## src/hdl/srd_pkg.sv

```systemverilog
// ----------------------------------------------------------------------------
// srd_pkg
// Shared types and character codes for the status response deframer.
// ----------------------------------------------------------------------------
package srd_pkg;

    // Control characters
    localparam logic [7:0] CH_STX = 8'h02;
    localparam logic [7:0] CH_ETX = 8'h03;
    localparam logic [7:0] CH_ESC = 8'h1B;
    localparam logic [7:0] CH_FS  = 8'h1C;
    localparam logic [7:0] CH_NAK = 8'h15;
    localparam logic [7:0] CH_DC2 = 8'h12;
    localparam logic [7:0] CH_DC4 = 8'h14;

    // Result kinds
    localparam logic [2:0] K_ARG     = 3'd0;
    localparam logic [2:0] K_DONE    = 3'd1;
    localparam logic [2:0] K_NAK     = 3'd2;
    localparam logic [2:0] K_TIMEOUT = 3'd3;
    localparam logic [2:0] K_BUSY    = 3'd4;
    localparam logic [2:0] K_PAPER   = 3'd5;

    // Input word function codes
    localparam logic F_BYTE    = 1'b0;
    localparam logic F_TIMEOUT = 1'b1;

    typedef struct packed {
        logic       func;
        logic [7:0] rx_byte;
    } t_item;

    typedef struct packed {
        logic [2:0]  kind;
        logic [7:0]  data_byte;
        logic        is_separator;
        logic [7:0]  frame_sequence;
        logic [15:0] printer_status;
        logic [15:0] fiscal_status;
        logic [15:0] error_code;
        logic [15:0] argument_count;
    } t_result;

endpackage

```

## src/hdl/srd_in_reg.sv

```systemverilog
// ----------------------------------------------------------------------------
// srd_in_reg
// Input holding register; stalls the sender only while a held word cannot move.
// ----------------------------------------------------------------------------
module srd_in_reg
    import srd_pkg::*;
(
    input  logic  i_clk,
    input  logic  i_rst_n,
    input  logic  i_valid,
    input  t_item i_item,
    input  logic  i_advance,
    output logic  o_stall,
    output logic  o_valid,
    output t_item o_item
);

    logic  r_valid;
    logic  n_valid;
    t_item r_item;
    logic  accept;

    assign o_stall = r_valid && !i_advance;
    assign accept  = i_valid && !o_stall;

    always_comb begin
        n_valid = r_valid;
        if (accept) begin
            n_valid = 1'b1;
        end else if (i_advance) begin
            n_valid = 1'b0;
        end
    end

    always_ff @(posedge i_clk) begin
        if (!i_rst_n) begin
            r_valid <= 1'b0;
        end else begin
            r_valid <= n_valid;
        end
    end

    // payload: no reset
    always_ff @(posedge i_clk) begin
        if (accept) begin
            r_item <= i_item;
        end
    end

    assign o_valid = r_valid;
    assign o_item  = r_item;

endmodule

```

## src/hdl/srd_parser.sv

```systemverilog
// ----------------------------------------------------------------------------
// srd_parser
// Frame parser state and single-pass next-state / result logic.
// ----------------------------------------------------------------------------
module srd_parser
    import srd_pkg::*;
(
    input  logic       i_clk,
    input  logic       i_rst_n,
    input  logic       i_advance,
    input  t_item      i_item,
    input  logic [3:0] i_paper_period,
    output logic       o_has_result,
    output t_result    o_result
);

    typedef enum logic [4:0] {
        ST_SEQ    = 5'd0,
        ST_PS_HI  = 5'd1,
        ST_PS_LO  = 5'd2,
        ST_SEP_A  = 5'd3,
        ST_FS_HI  = 5'd4,
        ST_FS_LO  = 5'd5,
        ST_SEP_B  = 5'd6,
        ST_SEP_C  = 5'd7,
        ST_ERR_HI = 5'd8,
        ST_ERR_LO = 5'd9,
        ST_SEP_D  = 5'd10,
        ST_ARG    = 5'd11,
        ST_ESC    = 5'd12,
        ST_CK0    = 5'd13,
        ST_CK1    = 5'd14,
        ST_CK2    = 5'd15,
        ST_CK3    = 5'd16
    } t_stage;

    logic        r_hunting, n_hunting;
    t_stage      r_stage, n_stage;
    logic [7:0]  r_seq, n_seq;
    logic [15:0] r_printer, n_printer;
    logic [15:0] r_fiscal, n_fiscal;
    logic [15:0] r_error, n_error;
    logic [15:0] r_count, n_count;
    logic [3:0]  r_paper, n_paper;
    logic        has;
    t_result     res;
    logic [7:0]  b;

    assign b = i_item.rx_byte;

    always_comb begin
        n_hunting = r_hunting;
        n_stage   = r_stage;
        n_seq     = r_seq;
        n_printer = r_printer;
        n_fiscal  = r_fiscal;
        n_error   = r_error;
        n_count   = r_count;
        n_paper   = r_paper;
        has       = 1'b0;
        res       = '0;

        if (i_item.func == F_TIMEOUT) begin
            // abort any frame in flight
            n_hunting = 1'b1;
            n_stage   = ST_SEQ;
            has       = 1'b1;
            res.kind  = K_TIMEOUT;
        end else if (r_hunting) begin
            priority if (b == CH_NAK) begin
                has      = 1'b1;
                res.kind = K_NAK;
            end else if (b == CH_DC4) begin
                has      = 1'b1;
                res.kind = K_BUSY;
            end else if (b == CH_DC2) begin
                if (r_paper > 4'd1) begin
                    n_paper = r_paper - 4'd1;
                end else begin
                    n_paper  = i_paper_period;
                    has      = 1'b1;
                    res.kind = K_PAPER;
                end
            end else if (b == CH_STX) begin
                n_hunting = 1'b0;
                n_stage   = ST_SEQ;
                n_count   = '0;
            end else begin
                n_hunting = r_hunting;
            end
        end else begin
            unique case (r_stage)
                ST_SEQ: begin
                    n_seq   = b;
                    n_stage = ST_PS_HI;
                end
                ST_PS_HI: begin
                    n_printer = {b, 8'h00};
                    n_stage   = ST_PS_LO;
                end
                ST_PS_LO: begin
                    n_printer = {r_printer[15:8], b};
                    n_stage   = ST_SEP_A;
                end
                ST_SEP_A: if (b == CH_FS) n_stage = ST_FS_HI;
                ST_FS_HI: begin
                    n_fiscal = {b, 8'h00};
                    n_stage  = ST_FS_LO;
                end
                ST_FS_LO: begin
                    n_fiscal = {r_fiscal[15:8], b};
                    n_stage  = ST_SEP_B;
                end
                ST_SEP_B: if (b == CH_FS) n_stage = ST_SEP_C;
                // reserved field skipped up to its separator
                ST_SEP_C: if (b == CH_FS) n_stage = ST_ERR_HI;
                ST_ERR_HI: begin
                    n_error = {b, 8'h00};
                    n_stage = ST_ERR_LO;
                end
                ST_ERR_LO: begin
                    n_error = {r_error[15:8], b};
                    n_stage = ST_SEP_D;
                end
                ST_SEP_D: if (b == CH_FS) n_stage = ST_ARG;
                ST_ARG: begin
                    priority if (b == CH_ETX) begin
                        n_stage = ST_CK0;
                    end else if (b == CH_ESC) begin
                        n_stage = ST_ESC;
                    end else begin
                        has              = 1'b1;
                        res.kind         = K_ARG;
                        res.data_byte    = b;
                        res.is_separator = (b == CH_FS);
                        if (r_count != 16'hFFFF) n_count = r_count + 16'd1;
                    end
                end
                ST_ESC: begin
                    // literal byte, then back to argument bytes
                    n_stage       = ST_ARG;
                    has           = 1'b1;
                    res.kind      = K_ARG;
                    res.data_byte = b;
                    if (r_count != 16'hFFFF) n_count = r_count + 16'd1;
                end
                ST_CK0: n_stage = ST_CK1;
                ST_CK1: n_stage = ST_CK2;
                ST_CK2: n_stage = ST_CK3;
                ST_CK3: begin
                    n_hunting          = 1'b1;
                    n_stage            = ST_SEQ;
                    has                = 1'b1;
                    res.kind           = K_DONE;
                    res.frame_sequence = r_seq;
                    res.printer_status = r_printer;
                    res.fiscal_status  = r_fiscal;
                    res.error_code     = r_error;
                    res.argument_count = r_count;
                end
                default: begin
                    n_hunting = 1'b1;
                    n_stage   = ST_SEQ;
                end
            endcase
        end
    end

    always_ff @(posedge i_clk) begin
        if (!i_rst_n) begin
            r_hunting <= 1'b1;
            r_stage   <= ST_SEQ;
            r_seq     <= '0;
            r_printer <= '0;
            r_fiscal  <= '0;
            r_error   <= '0;
            r_count   <= '0;
            r_paper   <= '0;
        end else if (i_advance) begin
            r_hunting <= n_hunting;
            r_stage   <= n_stage;
            r_seq     <= n_seq;
            r_printer <= n_printer;
            r_fiscal  <= n_fiscal;
            r_error   <= n_error;
            r_count   <= n_count;
            r_paper   <= n_paper;
        end
    end

    assign o_has_result = has;
    assign o_result     = res;

endmodule

```

## src/hdl/srd_out_reg.sv

```systemverilog
// ----------------------------------------------------------------------------
// srd_out_reg
// Result register; holds a word until the receiver takes it.
// ----------------------------------------------------------------------------
module srd_out_reg
    import srd_pkg::*;
(
    input  logic    i_clk,
    input  logic    i_rst_n,
    input  logic    i_load,
    input  t_result i_result,
    input  logic    i_stall,
    output logic    o_free,
    output logic    o_valid,
    output t_result o_result
);

    logic    r_valid;
    logic    n_valid;
    t_result r_result;

    assign o_free = !r_valid || !i_stall;

    always_comb begin
        n_valid = r_valid && i_stall;
        if (i_load) begin
            n_valid = 1'b1;
        end
    end

    always_ff @(posedge i_clk) begin
        if (!i_rst_n) begin
            r_valid <= 1'b0;
        end else begin
            r_valid <= n_valid;
        end
    end

    always_ff @(posedge i_clk) begin
        if (i_load) begin
            r_result <= i_result;
        end
    end

    assign o_valid  = r_valid;
    assign o_result = r_result;

endmodule

```

## src/hdl/status_response_deframer.sv

```systemverilog
// ----------------------------------------------------------------------------
// status_response_deframer
// Receive-side deframer for STX/ETX status responses with ESC byte stuffing.
//
// Takes one word per clock when not stalled: a received byte or a
// receive timeout. Each word sits in an input register, is parsed in a
// single pass of logic and, if it produces a result, lands in the result
// register, so the block sustains one word per cycle unless stalled.
// The sender is stalled only when a result already waits in the
// output register and the receiver is stalling it. While
// hunting for STX, NAK, DC4 and DC2 report nak, busy and paper-out (DC2
// paced by paper_notice_period). Inside a frame, argument bytes come out
// one per result with FS flagged; a done result after the fourth checksum
// character carries the header words and the saturating argument count.
// Checksum characters are not verified. A timeout always reports and drops
// any partial frame. The single configuration register is written through
// a valid/ready port that is always ready; write it only while idle.
// ----------------------------------------------------------------------------
module status_response_deframer
    import srd_pkg::*;
(
    input  logic        i_clk,
    input  logic        i_rst_n,

    // config write
    input  logic        i_cfg_valid,
    output logic        o_cfg_ready,
    input  logic [3:0]  i_cfg_paper_notice_period,

    // input channel
    input  logic        i_in_valid,
    output logic        o_in_stall,
    input  logic        i_func,
    input  logic [7:0]  i_rx_byte,

    // result channel
    output logic        o_out_valid,
    input  logic        i_out_stall,
    output logic [2:0]  o_kind,
    output logic [7:0]  o_data_byte,
    output logic        o_is_separator,
    output logic [7:0]  o_frame_sequence,
    output logic [15:0] o_printer_status,
    output logic [15:0] o_fiscal_status,
    output logic [15:0] o_error_code,
    output logic [15:0] o_argument_count
);

    logic [3:0] r_paper_period;
    t_item      in_item;
    t_item      held_item;
    logic       held_valid;
    logic       out_free;
    logic       advance;
    logic       has_result;
    t_result    next_result;
    t_result    out_result;

    // config register, reset value 4
    assign o_cfg_ready = 1'b1;

    always_ff @(posedge i_clk) begin
        if (!i_rst_n) begin
            r_paper_period <= 4'd4;
        end else if (i_cfg_valid && o_cfg_ready) begin
            r_paper_period <= i_cfg_paper_notice_period;
        end
    end

    assign in_item.func    = i_func;
    assign in_item.rx_byte = i_rx_byte;

    // a held word moves on whenever the result register can take a word
    assign advance = held_valid && out_free;

    srd_in_reg u_in (
        .i_clk     (i_clk),
        .i_rst_n   (i_rst_n),
        .i_valid   (i_in_valid),
        .i_item    (in_item),
        .i_advance (advance),
        .o_stall   (o_in_stall),
        .o_valid   (held_valid),
        .o_item    (held_item)
    );

    srd_parser u_parse (
        .i_clk          (i_clk),
        .i_rst_n        (i_rst_n),
        .i_advance      (advance),
        .i_item         (held_item),
        .i_paper_period (r_paper_period),
        .o_has_result   (has_result),
        .o_result       (next_result)
    );

    srd_out_reg u_out (
        .i_clk    (i_clk),
        .i_rst_n  (i_rst_n),
        .i_load   (advance && has_result),
        .i_result (next_result),
        .i_stall  (i_out_stall),
        .o_free   (out_free),
        .o_valid  (o_out_valid),
        .o_result (out_result)
    );

    assign o_kind           = out_result.kind;
    assign o_data_byte      = out_result.data_byte;
    assign o_is_separator   = out_result.is_separator;
    assign o_frame_sequence = out_result.frame_sequence;
    assign o_printer_status = out_result.printer_status;
    assign o_fiscal_status  = out_result.fiscal_status;
    assign o_error_code     = out_result.error_code;
    assign o_argument_count = out_result.argument_count;

endmodule

```

## config.mk

```make
export PLATFORM = sky130hd
export DESIGN_NAME = status_response_deframer
export DESIGN_NICKNAME = d
export VERILOG_FILES = /design/src/hdl/srd_pkg.sv /design/src/hdl/srd_in_reg.sv /design/src/hdl/srd_parser.sv /design/src/hdl/srd_out_reg.sv /design/src/hdl/status_response_deframer.sv
export SDC_FILE = /design/constraint.sdc
export NUM_CORES = 1
export LEC_CHECK = 0
export BUFFER_PORTS_ARGS = -buffer_cell sky130_fd_sc_hd__buf_4
export CAP_MARGIN = 10
export CORE_MARGIN = 2
export CORE_UTILIZATION = 59
export CTS_BUF_LIST = sky130_fd_sc_hd__clkbuf_4
export DETAILED_ROUTE_END_ITERATION = 10
export PLACE_DENSITY = 0.84
export RECOVER_POWER = 25
export SYNTH_ARGS = -nofsm -noshare
export SYNTH_HDL_FRONTEND = slang
export SYNTH_SLANG_ARGS = --single-unit
```

## constraint.sdc

```tcl
create_clock -name i_clk -period 5.7 [get_ports i_clk]
set_clock_uncertainty 0.05 [all_clocks]
set_input_delay 1.14 -clock i_clk [delete_from_list [all_inputs] [get_ports i_clk]]
set_output_delay 1.14 -clock i_clk [all_outputs]
set_load 0.05 [all_outputs]
```

# Word level (Yosys, flattened, before mapping)

Cells that the tools add are included.

$add $sub $neg: 2
Order comparisons: 1
Mux-type cells: 54
Reduce and logical (&&, ||, !) cells: 31
Bitwise operators: 9
Equal/unequal tests: 39

Operators with widths:

| operator                                              | count |
|---|---|
| 2-to-1 mux 16 bit                                     | 8 |
| case mux 16 bit (2 select lines)                      | 4 |
| case mux 5 bit (16 select lines)                      | 1 |
| 2-to-1 mux 5 bit                                      | 12 |
| == test 5 x 4 -> 1 bit, second input constant         | 8 |
| == test 8 x 5 -> 1 bit, second input constant         | 5 |
| == test 5 x 3 -> 1 bit, second input constant         | 4 |
| 2-to-1 mux 1 bit                                      | 18 |
| adder 16 x 1 -> 16 bit, second input constant         | 1 |
| == test 8 x 2 -> 1 bit, second input constant         | 2 |
| inequality test 16 bit, second input constant         | 1 |
| inequality test 4 x 2 -> 1 bit, second input constant | 4 |
| case mux 8 bit (2 select lines)                       | 1 |
| AND reduction 4 bit                                   | 4 |
| OR reduction 16 bit                                   | 1 |
| 2-to-1 mux 3 bit                                      | 5 |
| AND reduction 5 bit                                   | 3 |
| 2-to-1 mux 12 bit                                     | 1 |
| inequality test 3 bit, second input constant          | 4 |
| == test 5 x 2 -> 1 bit, second input constant         | 2 |
| AND reduction 10 bit                                  | 1 |
| 2-to-1 mux 9 bit                                      | 1 |
| NOT 1 bit                                             | 9 |
| AND reduction 9 bit                                   | 1 |
| 20 further kinds                                      | 35 |

Bits of input ports: 18
Register bits: 181
Output and inout bits: 87
Logic and storage cells: 160

# Depth between registers and ports, before layout

Depth after elaboration: 9
Mapped depth: 8
Gate-level depth less buffers: 8

# Cells and area by module

Synthesis repeated with hierarchy kept, for this count alone.

Cell total of the unflattened synthesis: 695
Area, all modules: 7551.0 µm²

By module, submodules not included:

| module                   | area an instance (µm²) | times used | cells each | sequential area each (µm²) |
|---|---|---|---|---|
| srd_parser               | 4498.1                 | 1          | 577        | 1641.6 |
| srd_out_reg              | 2557.5                 | 1          | 88         | 2542.4 |
| srd_in_reg               | 317.8                  | 1          | 13         | 290.3 |
| status_response_deframer | 177.7                  | 1          | 17         | 80.1 |

# Worst setup path after synthesis

Ideal clock, no wire load.

Path type: register to register
Start point: register u_in.r_item, in the netlist u_in.o_item[7]
End point: register u_out.r_result, in the netlist u_out.o_result[0] (enable)
Path slack: 1.630 ns
Clock period less this slack: 4.070 ns
Buffers on the path: 0
Cell stages (with the launch flop): 6
Library setup time: 0.452 ns
Arrival: 3.568 ns
Path through: edfxtp_1 -> or4b_1 -> nor4b_1 -> nor2_1 -> nand2_1 -> and3_1

Longest elaborated chain between the ends: 7

RTL lines:

| element                                                             | line                                | text |
|---|---|---|
| from (decl)                                                         | srd_in_reg.sv:20                    | `t_item r_item;` |
| from (signal assigned)                                              | srd_in_reg.sv:46                    | `r_item <= i_item;` |
| == test 8 x 5 -> 1 bit (on tied branches)                           | srd_parser.sv:129, srd_parser.sv:76 |  |
| 2-to-1 mux 1 bit (on tied branches)                                 | srd_parser.sv:129, srd_parser.sv:76 |  |
| 2-to-1 mux 1 bit (on tied branches)                                 | srd_parser.sv:127, srd_parser.sv:73 |  |
| case mux 1 bit (2 select lines) or 2-to-1 mux 1 bit (tied branches) | srd_parser.sv:92, srd_parser.sv:70  |  |
| 2-to-1 mux 1 bit (*)                                                | srd_parser.sv:69                    | `end else if (r_hunting) begin` |
| 2-to-1 mux 1 bit (*)                                                | srd_parser.sv:63                    | `if (i_item.func == F_TIMEOUT) begin` |
| logical AND 1 bit (*)                                               | status_response_deframer.sv:100     | `.i_load (advance && has_result),` |
| via u_out.i_load                                                    | srd_out_reg.sv:10                   | `input logic i_load,` |
| to (signal assigned)                                                | srd_out_reg.sv:41                   | `r_result <= i_result;` |
| to (decl)                                                           | srd_out_reg.sv:20                   | `t_result r_result;` |

The timed path passes the listed nets; every way through them passes the cells marked *.
A chain may end at the register's enable or synchronous reset.

# Worst setup path after layout

Start point: input i_out_stall
End point: register u_parse.r_error[2]

Longest elaborated chain between the ends: 4

RTL lines:

| element                              | line                           | text |
|---|---|---|
| from (decl)                          | status_response_deframer.sv:38 | `input logic i_out_stall,` |
| logical NOT 1 bit                    | srd_out_reg.sv:22              | `assign o_free = !r_valid \|\| !i_stall;` |
| logical OR 1 bit                     | srd_out_reg.sv:22              |  |
| logical AND 1 bit                    | status_response_deframer.sv:74 | `assign advance = held_valid && out_free;` |
| AND reduction 4 bit (no source line) | --                             |  |
| to (signal assigned)                 | srd_parser.sv:185              | `r_error <= n_error;` |
| to (decl)                            | srd_parser.sv:42               | `logic [15:0] r_error, n_error;` |

Every way passes these cells.

==> results.md <==
- LEAKAGE: 3.260 nW
- Most frequent cells in the layout: edfxtp_1, buf_4, dfxtp_1
- Fin cells: about 950
- Worst Path Arrival: 4.11 ns
- Unrepaired setup endpoints after global routing: false
- Final setup TNS: 0 ns
- Final #Nets: between 700 and 800
- Failing checks: capacitance limit, slew limit
- Antenna Diode Count: 0
- Hold Path Origin: u_parse.r_fiscal[12]
- Global-route wire length before repair: approximately 24 mm
- I/O Buffers: 103
- Final Worst Setup Slack: just over 2 ns
- Final setup fails: 0
- I/O pin cnt: ~110
- Share of layout cells above drive strength 1: 0.1921
- Die H: 116.6 um
- Post-cts sizing count: 0
- Switching portion of total power: 0.2291
- R2R cell count: 5
- Hold depth: 2
- Hold Fails Final Rpt: 0
- Initial antenna violation count: 0
- Clock power frac: 0.330
- Worst-skew pair later-pin latency: 0.58 ns
- GRT busiest layer: met2
- Initial Utilization: 0.5974
- Routed wire length: 15.25 mm
- Fmax: about 270 MHz
- Placed cells: 920
- Max stage delay on crit path: between 0.9 and 1 ns
- DR pass1 iterations: 5
- Seq pwr share: 0.628
- Switching pwr: 0.5102 mW
- All-Layer GR Usage: 0.2283
- Final min period: 3.689 ns
- Minimum hold slack: 0.4171 ns
- CTS tree: yes
- GR Layer Usage met1: 0.3094
- CTS clk-pin slew, worst paths: 0.13 ns
- Die ar.: 13,590 sq um
- Commonest non-fill, non-tap cell in the layout: edfxtp_1
- Critical Path Start: i_out_stall
- Final Cycle Share: 0.6472
- Mapped Avg Cell Area: 10.87 sq um
- GR Layer Usage met2: 0.3628
- Critical-path cell list: clkbuf_1 -> a21boi_1 -> nand2_1 -> nor3_1 -> nand3_1 -> nand2_1 -> nor2_1
- H-tree Lvls: 4
- CTS sink count: roughly 180
- Cell Pwr Density: 259.5 nW/um^2
- CTS Hold Buffers Added: 0
- Post-CTS setup buffers: 0
- Critical path type: in2reg
- DR WL/cell: around 16 um
- RD Place Congestion: 0.9126
- Grt ovf: 0
- Number of synthesized flops with an enable pin: 93
- Register bit count reported by yosys: approximately 180
- Worst R2R Start: u_in.o_item[7]
- Syn Inst Count: about 700
- Crit path max-delay cell type: nor3_1
- Post-DP HPWL: 10.15 mm
- Most common cell on crit path: nand2_1
- Startpoint Class: input pin
- Async SR Flop Fraction: 0
- CTS Buf Count: 17
- Dpl ws: 1.496 ns
- Vias per cell: 5.677
- WP data required: between 6 and 7 ns
- Worst hold path class: reg2reg
- Vias in the first global route: between 4,000 and 5,000
- Worst slew pin tran: just under 2 ns
- Post-route ant nets: 0
- Longest Clk Path Bufs: 2
- Comb pwr share: 0.042
- Post-synth cell types: 57
- Area Growth Syn to Fin: 14.81%
- Syn Nets: approximately 700
- Slew HR: -0.3164
- Main synth FF type: edfxtp_1
- Status: finished with violations
- Core area: 12,520 sq um
- Critical Path Fanout Max: 12
- Die width: approximately 120 um
- Pin count of the biggest net entering global routing: 85
- Register area share after synthesis: 0.6091
- Row count: roughly 40
- Max-cap violations: 1
- Max-slew violation count: 65
- Mapped Area: 7477 sq um
- Worst Setup End Kind: flop
- GR Util met3: 0.05656
- Initial DRC Count: 485
- Internal power: roughly 1.7 mW
- Drc violations: 0
- Peak supply drop: just under 0.2 mV
- Vias: around 5,400
- Yosys warnings: 0
- CTS Root Buffer Type: clkbuf_4
[final cells by class]
class / instances / area [sq um]
fill: 937 / 3933
timing repair buffer: 106 / 774.5
multi-input combinational: 456 / 2718
tap: 172 / 215.2
inverter: 6 / 22.52
sequential: 181 / 4554
clock inverter: 13 / 157.7
clock buffer: 19 / 142.6
[critical path, delay by kind of cell]
kind / cells / cell delay [ns]
simple gates: 5 / 2.32
compound gates: 1 / 0.52
buf+inv: 1 / 0.12
[cell families (layout without fill, tap and decap cells)]
logic type               count (synthesis)  count (layout)  share of synthesized area
AO/OA/AOI/OAI                          104             104                    0.09371
adder cells (fa/ha/maj)                  3               3                   0.005021
XOR/XNOR                                 3               3                   0.003515
AND/OR/NAND/NOR                        321             321                     0.2279
multiplexers                            24              24                    0.03213
flip-flops                             181             181                     0.6091
buffers and inverters                   51             144                    0.02811
other                                    1               1                  0.0005015
[stage by stage]
step | instance area [sq um] | util | power [mW]
5_1_grt | 8584 | 0.6858 | 2.303
2_1_floorplan | 7477 | - | 1.486
3_3_place_gp | 8303 | 0.6633 | 1.519
4_1_cts | 8603 | 0.6873 | 2.240
3_5_place_dp | 8303 | 0.6633 | 1.522
6_report | 8584 | 0.6858 | 2.227
[final timing paths]
| kind | slack [ns] | to |
|---|---|---|
| worst max-delay path | 2.01 | u_parse.r_error[2] |
| worst min-delay path | 0.42 | u_parse.r_fiscal[12] |
| worst max register to register | 2.22 | u_out.o_result[12] |
| worst min register to register | 0.42 | u_parse.r_fiscal[12] |
[per-layer routing]
layer | routed length (um) | part of all wire
met3 | 906 | 0.059
met1 | 6585 | 0.43
met2 | 7478 | 0.49
met5 | 0 | 0
met4 | 283 | 0.019
[state kept, by name, indices dropped and copies added, names as in the netlist]
register           count
u_out.o_result        84
u_parse.r_paper        4
u_parse.r_fiscal      16
r_paper_period         4
u_parse.r_stage        5
u_parse.r_error       16
u_parse.r_count       16
u_parse.r_printer     16
u_out.o_valid          1
u_in.o_valid           1
u_parse.r_hunting      1
u_in.o_item            9
u_parse.r_seq          8
[synth_stat cells (2+ instances only)]
cell type	number	area [sq um]
nand2_1	54	202.7
buf_4	2	15.01
and2_1	83	519.3
inv_1	5	18.77
a21oi_1	42	210.2
o21ai_0	10	50.05
and3_1	10	62.56
xnor2_1	3	26.28
buf_1	2	7.510
mux2i_1	24	240.2
nand3_1	41	205.2
buf_2	9	45.04
or4_1	3	22.52
o31ai_2	6	75.07
a31oi_1	6	37.54
a22oi_1	9	67.56
dfxtp_1	88	1762
nor3_1	16	80.08
nand2b_1	7	43.79
nor3b_1	9	67.56
nor4_1	4	25.02
o41ai_1	3	26.28
and4_1	2	17.52
o31ai_1	3	22.52
nor2b_1	6	37.54
nand2_2	2	12.51
ha_1	3	37.54
o21ai_1	11	55.05
nor4b_1	2	17.52
o41ai_2	2	32.53
edfxtp_1	93	2793
clkbuf_1	32	120.1
or3_1	5	31.28
nand4_1	7	43.79
nor2_1	62	232.7
[power by group through the flow]
stage | Sequential (mW) | Combinational [mW] | Clock, mW
finish | 1.40 | 0.0927 | 0.736
CTS | 1.40 | 0.0944 | 0.747
global route | 1.40 | 0.0984 | 0.803
floorplan | 1.44 | 0.0412 | 0
global placement | 1.43 | 0.0915 | 0
detailed placement | 1.43 | 0.0942 | 0
Power figures use the tool's default switching activity.
